### src/sv/detm_pkg.sv
// ----------------------------------------------------------------------------
// detm_pkg
// Shared types and constants of the dual-encoding token matcher.
// ----------------------------------------------------------------------------
package detm_pkg;

  localparam int TokLen   = 5;   // token length in characters
  localparam int WinDepth = 14;  // bytes of history kept
  localparam int FillW    = 4;   // bits of the window fill count
  localparam int DistW    = 4;   // bits of a hit's distance back from the newest byte
  localparam int ResDepth = 4;   // result queue entries
  localparam int ResCntW  = 3;   // bits of the result queue count
  localparam int ResPtrW  = 2;   // bits of a result queue pointer
  localparam int OffW     = 32;  // reported offset width
  localparam int CfgIdxW  = 3;   // bits of a configuration register index

  // hit encodings
  localparam logic EncAscii = 1'b0;
  localparam logic EncUtf16 = 1'b1;

  typedef logic [WinDepth-1:0][7:0] win_t;  // index 0 is the newest byte
  typedef logic [TokLen-1:0][7:0]   tok_t;

  // reset token "frida"
  localparam tok_t TokReset = {8'h61, 8'h64, 8'h69, 8'h72, 8'h66};

  // hits found for one byte, first two in reporting order
  typedef struct packed {
    logic [1:0]       num;
    logic             enc0;
    logic [DistW-1:0] dist0;
    logic             enc1;
    logic [DistW-1:0] dist1;
  } hit_sum_t;

  // one result beat
  typedef struct packed {
    logic            encoding;
    logic [OffW-1:0] match_offset;
    logic            run_last;
  } res_t;

endpackage

### src/sv/detm_in_if.sv
// ----------------------------------------------------------------------------
// detm_in_if
// Byte input channel: valid/ready handshake with data byte and blob end flag.
// ----------------------------------------------------------------------------
interface detm_in_if;
  logic       valid;
  logic       ready;
  logic [7:0] data_byte;
  logic       blob_end;

  modport source (output valid, output data_byte, output blob_end, input ready);
  modport sink   (input valid, input data_byte, input blob_end, output ready);
endinterface

### src/sv/detm_out_if.sv
// ----------------------------------------------------------------------------
// detm_out_if
// Hit output channel: valid/ready handshake with encoding, offset, run flag.
// ----------------------------------------------------------------------------
interface detm_out_if;
  logic        valid;
  logic        ready;
  logic        encoding;
  logic [31:0] match_offset;
  logic        run_last;

  modport source (output valid, output encoding, output match_offset, output run_last,
                  input ready);
  modport sink   (input valid, input encoding, input match_offset, input run_last,
                  output ready);
endinterface

### src/sv/detm_hit.sv
// ----------------------------------------------------------------------------
// detm_hit
// Window compare: finds ASCII and UTF-16LE token hits with word boundaries.
// ----------------------------------------------------------------------------
module detm_hit
  import detm_pkg::*;
(
  input  win_t             win_i,
  input  logic [FillW-1:0] fill_i,
  input  logic             last_i,
  input  tok_t             tok_i,
  output hit_sum_t         hit_o
);

  localparam int NumCand = 5;

  function automatic logic is_word(logic [7:0] c);
    return (c >= 8'h61 && c <= 8'h7a) || (c >= 8'h41 && c <= 8'h5a) ||
           (c >= 8'h30 && c <= 8'h39) || (c == 8'h5f);
  endfunction

  function automatic logic [7:0] fold(logic [7:0] c);
    return (c >= 8'h41 && c <= 8'h5a) ? c + 8'd32 : c;
  endfunction

  // token starting d bytes before the newest byte
  function automatic logic ascii_hit(int d, win_t w, logic [FillW-1:0] f, tok_t t);
    logic ok;
    ok = (int'(f) >= d + 1);
    for (int i = 0; i < TokLen; i++) begin
      if (fold(w[d-i]) != t[i]) ok = 1'b0;
    end
    if (int'(f) >= d + 2 && is_word(w[d+1])) ok = 1'b0;
    if (d >= 5 && is_word(w[d-5])) ok = 1'b0;
    return ok;
  endfunction

  function automatic logic utf16_hit(int d, win_t w, logic [FillW-1:0] f, tok_t t);
    logic ok;
    ok = (int'(f) >= d + 1);
    for (int i = 0; i < TokLen; i++) begin
      if (fold(w[d-2*i]) != t[i]) ok = 1'b0;
      if (w[d-2*i-1] != 8'h00) ok = 1'b0;
    end
    if (int'(f) >= d + 3 && w[d+1] == 8'h00 && is_word(w[d+2])) ok = 1'b0;
    if (d >= 11 && w[d-11] == 8'h00 && is_word(w[d-10])) ok = 1'b0;
    return ok;
  endfunction

  logic [NumCand-1:0]            cand;
  logic [NumCand-1:0]            cand_enc;
  logic [NumCand-1:0][DistW-1:0] cand_dist;

  // reporting order: ASCII before UTF-16, lower offset first
  always_comb begin
    cand[0] = ascii_hit(5, win_i, fill_i, tok_i);
    cand[1] = last_i && ascii_hit(4, win_i, fill_i, tok_i);
    cand[2] = utf16_hit(11, win_i, fill_i, tok_i);
    cand[3] = last_i && utf16_hit(10, win_i, fill_i, tok_i);
    cand[4] = last_i && utf16_hit(9, win_i, fill_i, tok_i);
    cand_enc  = {EncUtf16, EncUtf16, EncUtf16, EncAscii, EncAscii};
    cand_dist = {DistW'(9), DistW'(10), DistW'(11), DistW'(4), DistW'(5)};
  end

  // keep the first two, drop the rest
  always_comb begin
    hit_o = '0;
    for (int k = 0; k < NumCand; k++) begin
      if (cand[k]) begin
        if (hit_o.num == 2'd0) begin
          hit_o.enc0  = cand_enc[k];
          hit_o.dist0 = cand_dist[k];
          hit_o.num   = 2'd1;
        end else if (hit_o.num == 2'd1) begin
          hit_o.enc1  = cand_enc[k];
          hit_o.dist1 = cand_dist[k];
          hit_o.num   = 2'd2;
        end
      end
    end
  end

endmodule

### src/sv/detm_fifo.sv
// ----------------------------------------------------------------------------
// detm_fifo
// Result queue: up to two pushes a cycle, one beat out a cycle while ready.
// ----------------------------------------------------------------------------
module detm_fifo
  import detm_pkg::*;
(
  input  logic               clk_i,
  input  logic               rst_ni,
  input  logic [1:0]         push_cnt_i,
  input  res_t [1:0]         push_data_i,
  output logic [ResCntW-1:0] count_o,
  detm_out_if.source         out_o
);

  res_t [ResDepth-1:0] mem_q;
  logic [ResPtrW-1:0]  wr_q, wr_d;
  logic [ResPtrW-1:0]  rd_q, rd_d;
  logic [ResCntW-1:0]  cnt_q, cnt_d;
  logic                pop;

  assign pop = out_o.valid && out_o.ready;

  always_comb begin
    wr_d  = wr_q + ResPtrW'(push_cnt_i);
    rd_d  = rd_q + ResPtrW'(pop);
    cnt_d = cnt_q + ResCntW'(push_cnt_i) - ResCntW'(pop);
  end

  always_ff @(posedge clk_i or negedge rst_ni) begin
    if (!rst_ni) begin
      wr_q  <= '0;
      rd_q  <= '0;
      cnt_q <= '0;
    end else begin
      wr_q  <= wr_d;
      rd_q  <= rd_d;
      cnt_q <= cnt_d;
    end
  end

  always_ff @(posedge clk_i) begin
    if (push_cnt_i != 2'd0) mem_q[wr_q] <= push_data_i[0];
    if (push_cnt_i == 2'd2) mem_q[wr_q + ResPtrW'(1)] <= push_data_i[1];
  end

  assign count_o            = cnt_q;
  assign out_o.valid        = (cnt_q != '0);
  assign out_o.encoding     = mem_q[rd_q].encoding;
  assign out_o.match_offset = mem_q[rd_q].match_offset;
  assign out_o.run_last     = mem_q[rd_q].run_last;

endmodule

### src/sv/dual_encoding_token_matcher.sv
// ----------------------------------------------------------------------------
// dual_encoding_token_matcher
// Whole-token, case-insensitive search for a 5-byte token in ASCII and
// UTF-16LE form over a byte stream split into blobs.
// ----------------------------------------------------------------------------
// Takes one byte per clock. A byte accepted shifts into a 14-byte window;
// in the next cycle the window compare result is written into a 4-entry
// result queue. Each byte yields zero, one or two hits (two only at a blob
// end or when an ASCII and a UTF-16 hit close at the same byte); the output
// moves one beat per clock while its ready is high, so the queue drain rate
// is what sets throughput: inputs are taken back to back as long as the
// queue holds at most two entries once the byte in the compare stage has
// pushed its hits. A hit is reported when its right neighbor arrives or at
// blob end, ASCII before UTF-16 within one byte, with run_last marking the
// last hit of that byte. Offsets count from the blob start; the byte
// position sticks at 2^OFFSET_BITS-1, and offsets past 32 bits read as all
// ones. Token registers may only be written while the block is idle;
// writes to indexes past the fifth are ignored.
// ----------------------------------------------------------------------------
module dual_encoding_token_matcher
  import detm_pkg::*;
#(
  parameter int OFFSET_BITS = 32
) (
  input  logic               clk_i,
  input  logic               rst_ni,
  detm_in_if.sink            in_i,
  detm_out_if.source         out_o,
  input  logic               cfg_we_i,
  input  logic [CfgIdxW-1:0] cfg_idx_i,
  input  logic [7:0]         cfg_data_i
);

  // wide enough to spot offsets above 32 bits for any OFFSET_BITS
  localparam int WideW = (OFFSET_BITS > OffW) ? OFFSET_BITS : OffW + 1;

  // token registers
  tok_t tok_q;

  // blob state
  win_t                   win_q;
  logic [FillW-1:0]       fill_q, fill_d, fill_inc;
  logic [OFFSET_BITS-1:0] pos_q, pos_d;

  // compare stage: what the newest byte in the window needs
  logic                   stage_vld_q;
  logic                   stage_last_q;
  logic [FillW-1:0]       stage_fill_q;
  logic [OFFSET_BITS-1:0] stage_pos_q;

  logic                   in_beat;
  hit_sum_t               hit;
  logic [1:0]             push_cnt;
  res_t [1:0]             push_data;
  logic [ResCntW-1:0]     q_count;

  assign in_beat = in_i.valid && in_i.ready;

  // ---- configuration ----
  always_ff @(posedge clk_i or negedge rst_ni) begin
    if (!rst_ni) begin
      tok_q <= TokReset;
    end else if (cfg_we_i && (int'(cfg_idx_i) < TokLen)) begin
      tok_q[cfg_idx_i] <= cfg_data_i;
    end
  end

  // ---- window and blob counters ----
  always_comb begin
    fill_inc = (int'(fill_q) < WinDepth) ? fill_q + FillW'(1) : fill_q;
    fill_d   = in_i.blob_end ? '0 : fill_inc;
    if (in_i.blob_end) begin
      pos_d = '0;
    end else if (pos_q != '1) begin
      pos_d = pos_q + OFFSET_BITS'(1);
    end else begin
      pos_d = pos_q;
    end
  end

  always_ff @(posedge clk_i or negedge rst_ni) begin
    if (!rst_ni) begin
      win_q        <= '0;
      fill_q       <= '0;
      pos_q        <= '0;
      stage_vld_q  <= 1'b0;
      stage_last_q <= 1'b0;
      stage_fill_q <= '0;
      stage_pos_q  <= '0;
    end else begin
      stage_vld_q <= in_beat;
      if (in_beat) begin
        win_q        <= {win_q[WinDepth-2:0], in_i.data_byte};
        fill_q       <= fill_d;
        pos_q        <= pos_d;
        stage_last_q <= in_i.blob_end;
        stage_fill_q <= fill_inc;
        stage_pos_q  <= pos_q;
      end
    end
  end

  // ---- window compare ----
  detm_hit u_hit (
    .win_i  (win_q),
    .fill_i (stage_fill_q),
    .last_i (stage_last_q),
    .tok_i  (tok_q),
    .hit_o  (hit)
  );

  function automatic logic [OffW-1:0] hit_offset(logic [OFFSET_BITS-1:0] p,
                                                 logic [DistW-1:0] d);
    logic [WideW-1:0] pw;
    logic [WideW-1:0] dw;
    logic [WideW-1:0] off;
    pw  = WideW'(p);
    dw  = WideW'(d);
    off = (pw >= dw) ? pw - dw : '0;
    return (off > WideW'({OffW{1'b1}})) ? {OffW{1'b1}} : off[OffW-1:0];
  endfunction

  always_comb begin
    push_cnt = stage_vld_q ? hit.num : 2'd0;
    push_data[0].encoding     = hit.enc0;
    push_data[0].match_offset = hit_offset(stage_pos_q, hit.dist0);
    push_data[0].run_last     = (hit.num == 2'd1);
    push_data[1].encoding     = hit.enc1;
    push_data[1].match_offset = hit_offset(stage_pos_q, hit.dist1);
    push_data[1].run_last     = 1'b1;
  end

  // a new byte may push two hits next cycle: leave room for them
  assign in_i.ready = ((q_count + ResCntW'(push_cnt)) <= ResCntW'(ResDepth - 2));

  // ---- result queue ----
  detm_fifo u_fifo (
    .clk_i       (clk_i),
    .rst_ni      (rst_ni),
    .push_cnt_i  (push_cnt),
    .push_data_i (push_data),
    .count_o     (q_count),
    .out_o       (out_o)
  );

  // ---- assertions ----
  a_queue_room: assert property (@(posedge clk_i) disable iff (!rst_ni)
    stage_vld_q |-> (int'(q_count) + int'(hit.num) <= ResDepth))
    else $error("result queue overflow");

  a_blob_restart: assert property (@(posedge clk_i) disable iff (!rst_ni)
    (in_beat && in_i.blob_end) |=> (pos_q == '0 && fill_q == '0))
    else $error("blob end did not restart position and fill");

  a_pos_step: assert property (@(posedge clk_i) disable iff (!rst_ni)
    (in_beat && !in_i.blob_end && pos_q != '1) |=>
      (pos_q == $past(pos_q) + OFFSET_BITS'(1)))
    else $error("byte position did not advance");

  a_run_last: assert property (@(posedge clk_i) disable iff (!rst_ni)
    (stage_vld_q && hit.num == 2'd2) |-> !push_data[0].run_last)
    else $error("first of two hits flagged as run end");

endmodule
### src/flat_wrapper.sv
// flat-port wrapper written by rule: the top's interface ports become plain ports
module dual_encoding_token_matcher_flat import detm_pkg::*;
#(
  parameter int OFFSET_BITS = 32
)
  (clk_i, rst_ni, cfg_we_i, cfg_idx_i, cfg_data_i, in_i_valid, in_i_data_byte, in_i_blob_end, in_i_ready, out_o_valid, out_o_encoding, out_o_match_offset, out_o_run_last, out_o_ready);
  detm_in_if in_i_i ();
  detm_out_if out_o_i ();
  input  logic clk_i;
  input  logic rst_ni;
  input  logic cfg_we_i;
  input  logic [CfgIdxW-1:0] cfg_idx_i;
  input  logic [7:0] cfg_data_i;
  input wire logic [$bits(in_i_i.valid)-1:0] in_i_valid;
  input wire logic [$bits(in_i_i.data_byte)-1:0] in_i_data_byte;
  input wire logic [$bits(in_i_i.blob_end)-1:0] in_i_blob_end;
  output wire logic [$bits(in_i_i.ready)-1:0] in_i_ready;
  output wire logic [$bits(out_o_i.valid)-1:0] out_o_valid;
  output wire logic [$bits(out_o_i.encoding)-1:0] out_o_encoding;
  output wire logic [$bits(out_o_i.match_offset)-1:0] out_o_match_offset;
  output wire logic [$bits(out_o_i.run_last)-1:0] out_o_run_last;
  input wire logic [$bits(out_o_i.ready)-1:0] out_o_ready;
  assign in_i_i.valid = in_i_valid;
  assign in_i_i.data_byte = in_i_data_byte;
  assign in_i_i.blob_end = in_i_blob_end;
  assign in_i_ready = in_i_i.ready;
  assign out_o_valid = out_o_i.valid;
  assign out_o_encoding = out_o_i.encoding;
  assign out_o_match_offset = out_o_i.match_offset;
  assign out_o_run_last = out_o_i.run_last;
  assign out_o_i.ready = out_o_ready;
  dual_encoding_token_matcher #(.OFFSET_BITS(OFFSET_BITS)) u_core (.clk_i(clk_i), .rst_ni(rst_ni), .in_i(in_i_i), .out_o(out_o_i), .cfg_we_i(cfg_we_i), .cfg_idx_i(cfg_idx_i), .cfg_data_i(cfg_data_i));
endmodule
### config.mk
export PLATFORM = sky130hd
export DESIGN_NAME = dual_encoding_token_matcher_flat
export DESIGN_NICKNAME = d
export VERILOG_FILES = /design/src/sv/detm_pkg.sv /design/src/sv/detm_in_if.sv /design/src/sv/detm_out_if.sv /design/src/sv/detm_hit.sv /design/src/sv/detm_fifo.sv /design/src/sv/dual_encoding_token_matcher.sv /design/src/flat_wrapper.sv
export SDC_FILE = /design/constraint.sdc
export NUM_CORES = 1
export LEC_CHECK = 0
export ABC_CLOCK_PERIOD_IN_PS = 8350
export BUFFER_PORTS_ARGS = -buffer_cell sky130_fd_sc_hd__buf_2
export CORE_MARGIN = 2
export CORE_UTILIZATION = 45
export CTS_BUF_LIST = sky130_fd_sc_hd__clkbuf_4 sky130_fd_sc_hd__clkbuf_8 sky130_fd_sc_hd__clkbuf_16
export CTS_CLUSTER_SIZE = 24
export DETAILED_ROUTE_END_ITERATION = 8
export GPL_TIMING_DRIVEN = 0
export SYNTH_ARGS = -nofsm -noshare
export SYNTH_HDL_FRONTEND = slang
export SYNTH_SLANG_ARGS = --single-unit
### constraint.sdc
create_clock -name clk_i -period 8.35 [get_ports clk_i]
set_input_delay 0.835 -clock clk_i [delete_from_list [all_inputs] [get_ports clk_i]]
set_output_delay 0.835 -clock clk_i [all_outputs]
set_load 0.01 [all_outputs]
==> results <==
- The run finished with clean final reports.
- The TritonCTS clock tree is built.
- The routed layout has 19379 vias.
- The post-synthesis register bit count is 369.
- The number of placed I/O pins is between 60 and 70.
- The via count of the first global-routing pass is 19447.
- The power dissipated by switching net loads is between 3 and 4 mW.
- The routed design has about 76000 um of wire.
- In this run, the clock network consumes between 20% and 30% of the power.
- The tree built by TritonCTS fans out to 369 sinks.
- The root buffer cell is sky130_fd_sc_hd__clkbuf_16.
- The number of enable-type register cells in the synthesized netlist is 0.
- From bottom edge to top edge, the die measures about 230 um.
- The die outline area is approximately 53000 um2.
- The core region is 50200 um2.
- The tool flagged a number of max-cap violations equal to 0.
- The area growth from synthesis to layout is 12.6%.
- The filler cells instantiated in the layout total between 4000 and 5000.
- Setup repair after global routing left no endpoint under its margin.
- The maximum net fanout on the critical path is 8.
- The library cell with the highest instance count after synthesis is sky130_fd_sc_hd__nand2_1.
- For the final routed database, the setup TNS stands at 0 ns.
- The commonest register cell after synthesis is sky130_fd_sc_hd__dfrtp_1.
- The clock latency at the later pin of the worst-skew pair is 0.58 ns.
- The clock transition at the registers of the reported paths is about 0.050 ns.
- The wire length of the first global-routing pass is around 120000 um.
- For this design the ratio of total power to cell area is between 300 and 400 nW/um2.
- The setup-violating endpoint count in the final report is 0.
- The final cycle utilization of the critical path is roughly 94%.
- Input and output buffers added on the ports amount to 58.
- The area share of the leading cell type in the synthesized netlist is about a quarter.
- The arrival time of the worst setup path is ~7.0 ns.
- The post-detailed-route via-to-cell ratio is 5.84.
- The count of unresolved DRC violations after routing is 0.
- In the final routed layout, each cell accounts on average for approximately 23 um.
- The shortest clock period the worst path allows after layout is 7.88 ns.
- The final standard cell area without fillers is around 26000 um2.
- The worst-case clock buffer depth is 3.
- The async set-reset flop share out of synthesis is 63.1%.
- The remaining global-route overflow is 0.
- The final worst clock skew is 0.0352 ns.
- Net switching is 45.9% of the power.
- The site row count is 82.
- At the worst endpoint, the required time is approximately 7.5 ns.
- The number of max-slew violations in the final report is 0.
- For this run, the post-layout net count is ~2700.
- The first TritonRoute pass finished after 5 iterations.
- The analysis attributes to cell leakage a power of about 11 nW.
- The number of nets with antenna violations after detailed routing is 0.
- Per report_power, the combinational group accounts for roughly half of the total.
- The worst setup path is launched from a flop.
- The class of the worst hold path is primary input to async pin.
- The average cell area after synthesis is about 9.1 um2.
- Counting the buffers created by CTS gives 44.
- The synthesized net count is between 2000 and 3000.
- The number of distinct library cells after synthesis is 97.
- The placer congestion estimate is approximately 1.
- After synthesis, the cell types taking the most area are sky130_fd_sc_hd__dfrtp_1 23%, sky130_fd_sc_hd__dfxtp_1 12%, sky130_fd_sc_hd__mux2i_1 11%.
- Detailed placement ended at an HPWL of around 57000 um.
- The maximum vdd drop is 0.000231 V.
- The number of antenna diodes in the final layout is 0.
- Internal power comes to roughly 4.7 mW.
- Sequential elements use a little under two fifths of the synthesized area.
- The violation count after the first detailed-route iteration is between 1500 and 2000.
- Entering global routing, the biggest net connects 88 pins.
- Headroom to the max-slew limit came out at about 6.4%.
- The initial utilization of the core area, before any placement, comes to between 40% and 50%.
- The area after detailed placement is about 24000 um2.
- The clock tree synthesis step divided the H-tree into 2 levels.
- Timing would allow up to 127 MHz.
- For this run, the number of Yosys warnings is 0.
- For the pin with the worst max-slew slack, the measured transition is approximately 1.4 ns.
- The initial antenna violation count is 1.
- The floorplan die width is between 200 and 250 um.
- After synthesis, the most frequently instantiated cells are 484 x sky130_fd_sc_hd__nand2_1, 246 x sky130_fd_sc_hd__mux2i_1, 215 x sky130_fd_sc_hd__dfrtp_1, 147 x sky130_fd_sc_hd__nor2_1, 141 x sky130_fd_sc_hd__clkbuf_1.
- The mapped netlist covers 22900 um2.
- The post-synthesis cell type with the largest combined area is sky130_fd_sc_hd__dfrtp_1.
- The proportion of power drawn by flip-flops and latches is 29.1%.
- The type of the worst setup path is flop to output port.
- The number of failing hold endpoints at the final stage is 0.
- The global-route usage over all layers is between 20% and 30%.
- STA classifies the critical path endpoint as an output port.
- The layout cell share with drive strength beyond 1 is 13.9%.
- Synthesis produced a netlist whose cell count is roughly 2500.
layer usage:
metal	vias up	GRT usage, %	part of all wire [%]
met1	9552	39.8	45
met4	0	10.6	3.9
met2	676	45.9	45
met3	176	3.99	6.1
met5	-	0	0
li1	8975	-	-
layout make-up:
type / count / area, um2 / area share (%)
Buffer: 174 / 815 / 3.16
Timing Repair Buffer: 64 / 395 / 1.53
Inverter: 59 / 221 / 0.858
Sequential cell: 369 / 8580 / 33.2
Multi-Input combinational cell: 1901 / 13500 / 52.2
Clock buffer: 66 / 1300 / 5.03
Tap cell: 672 / 841 / 3.26
Clock inverter: 14 / 174 / 0.674
stage by stage:
step           instances  utilization [%]  total power, mW  setup slack, ns  hold WS (ns)
2_1_floorplan       2520                -             5.14             1.46         0.437
3_3_place_gp        3250             47.9             6.41            -1.49         0.458
3_5_place_dp        3253             48.1             6.48            -1.66         0.461
4_1_cts             3334             51.2             8.50          0.00626         0.194
5_1_grt             3319             51.4             9.09           0.0148         0.233
6_report            3319             51.4             8.61            0.472         0.187
sequential cells by signal (all words and copies together) (netlist names):
register               flops
u_core.fill_q              4
u_core.pos_q              32
u_core.stage_fill_q        4
u_core.stage_last_q        1
u_core.stage_pos_q        32
u_core.stage_vld_q         1
u_core.tok_q              40
u_core.u_fifo.count_o      3
u_core.u_fifo.mem_q      136
u_core.u_fifo.rd_q         2
u_core.u_fifo.wr_q         2
u_core.win_q             112
critical path, cell delays in order, from the launching register on:
cell	delay [ns]
sky130_fd_sc_hd__dfrtp_1	0.35
sky130_fd_sc_hd__clkbuf_1	0.30
sky130_fd_sc_hd__or4_1	0.63
sky130_fd_sc_hd__o221ai_1	0.36
sky130_fd_sc_hd__o21bai_1	0.20
sky130_fd_sc_hd__xor2_1	0.19
sky130_fd_sc_hd__nor4_1	0.29
sky130_fd_sc_hd__nand3_1	0.11
sky130_fd_sc_hd__or3_4	0.45
sky130_fd_sc_hd__inv_1	0.10
sky130_fd_sc_hd__ha_1	0.19
sky130_fd_sc_hd__inv_1	0.07
sky130_fd_sc_hd__and2_1	0.15
sky130_fd_sc_hd__o21bai_1	0.15
sky130_fd_sc_hd__ha_1	0.34
sky130_fd_sc_hd__nor2b_1	0.12
sky130_fd_sc_hd__a21o_1	0.19
sky130_fd_sc_hd__inv_1	0.07
sky130_fd_sc_hd__ha_1	0.32
sky130_fd_sc_hd__nand2_1	0.07
sky130_fd_sc_hd__o21ai_0	0.18
sky130_fd_sc_hd__and2_1	0.25
sky130_fd_sc_hd__ha_1	0.19
sky130_fd_sc_hd__fa_1	0.42
sky130_fd_sc_hd__xnor2_2	0.23
sky130_fd_sc_hd__a21boi_4	0.23
sky130_fd_sc_hd__buf_12	0.14
sky130_fd_sc_hd__buf_2	0.13
layout by cell type, fill, tap and decap left out, types with 43 or more instances in the layout:
| cell type | count |
|---|---|
| sky130_fd_sc_hd__buf_2 | 64 |
| sky130_fd_sc_hd__xor2_1 | 127 |
| sky130_fd_sc_hd__a21oi_1 | 46 |
| sky130_fd_sc_hd__mux2i_1 | 246 |
| sky130_fd_sc_hd__inv_1 | 55 |
| sky130_fd_sc_hd__clkbuf_16 | 44 |
| sky130_fd_sc_hd__xnor2_1 | 116 |
| sky130_fd_sc_hd__dfrtp_1 | 214 |
| sky130_fd_sc_hd__clkbuf_1 | 115 |
| sky130_fd_sc_hd__dfxtp_1 | 136 |
| sky130_fd_sc_hd__nor3_1 | 43 |
| sky130_fd_sc_hd__nor2_1 | 145 |
| sky130_fd_sc_hd__ha_1 | 44 |
| sky130_fd_sc_hd__nand2_1 | 482 |
| sky130_fd_sc_hd__o21ai_0 | 85 |
cell families (layout without fill, tap and decap cells):
group           after synthesis  after routing  synth area share [%]
compound gates              323            323                  9.46
xor+xnor                    245            245                  9.36
fa+ha+maj                    47             47                  2.66
buf+inv                     250            377                  4.74
flops                       369            369                  37.4
mux                         322            322                  16.2
simple gates                964            964                  20.2
power groups by stage:
stage | logic, mW | registers, mW | clock network [mW]
6_report | 4.15 | 2.51 | 1.95
5_1_grt | 4.49 | 2.54 | 2.05
4_1_cts | 4.11 | 2.40 | 1.99
3_5_place_dp | 4.04 | 2.43 | 0
3_3_place_gp | 3.98 | 2.43 | 0
2_1_floorplan | 2.84 | 2.30 | 0
repair_timing:
item	4_1_cts	5_1_grt
setup endpoints to repair	315	311
pin swaps	0	3
setup buffers	1	1
hold buffers	0	0
resized for setup	18	42
path summary, 6_finish.rpt:
| kind | slack, ns | cells past startpoint | from | to |
|---|---|---|---|---|
| worst max-delay path | 0.47 | 27 | u_core.win_q[16] | in_i_ready |
| worst min-delay path | 0.19 | 1 | rst_ni | u_core.tok_q[0] |
| worst max register to register | 0.50 | 32 | u_core.win_q[16] | u_core.win_q[107] |
| worst min register to register | 0.47 | 2 | u_core.win_q[111] | u_core.win_q[111] |
| max in group asynchronous | 7.29 | 2 | rst_ni | u_core.win_q[13] |
| min in group clk_i | 0.45 | 3 | in_i_data_byte[0] | u_core.win_q[0] |
(Power assumes the default switching activity.)
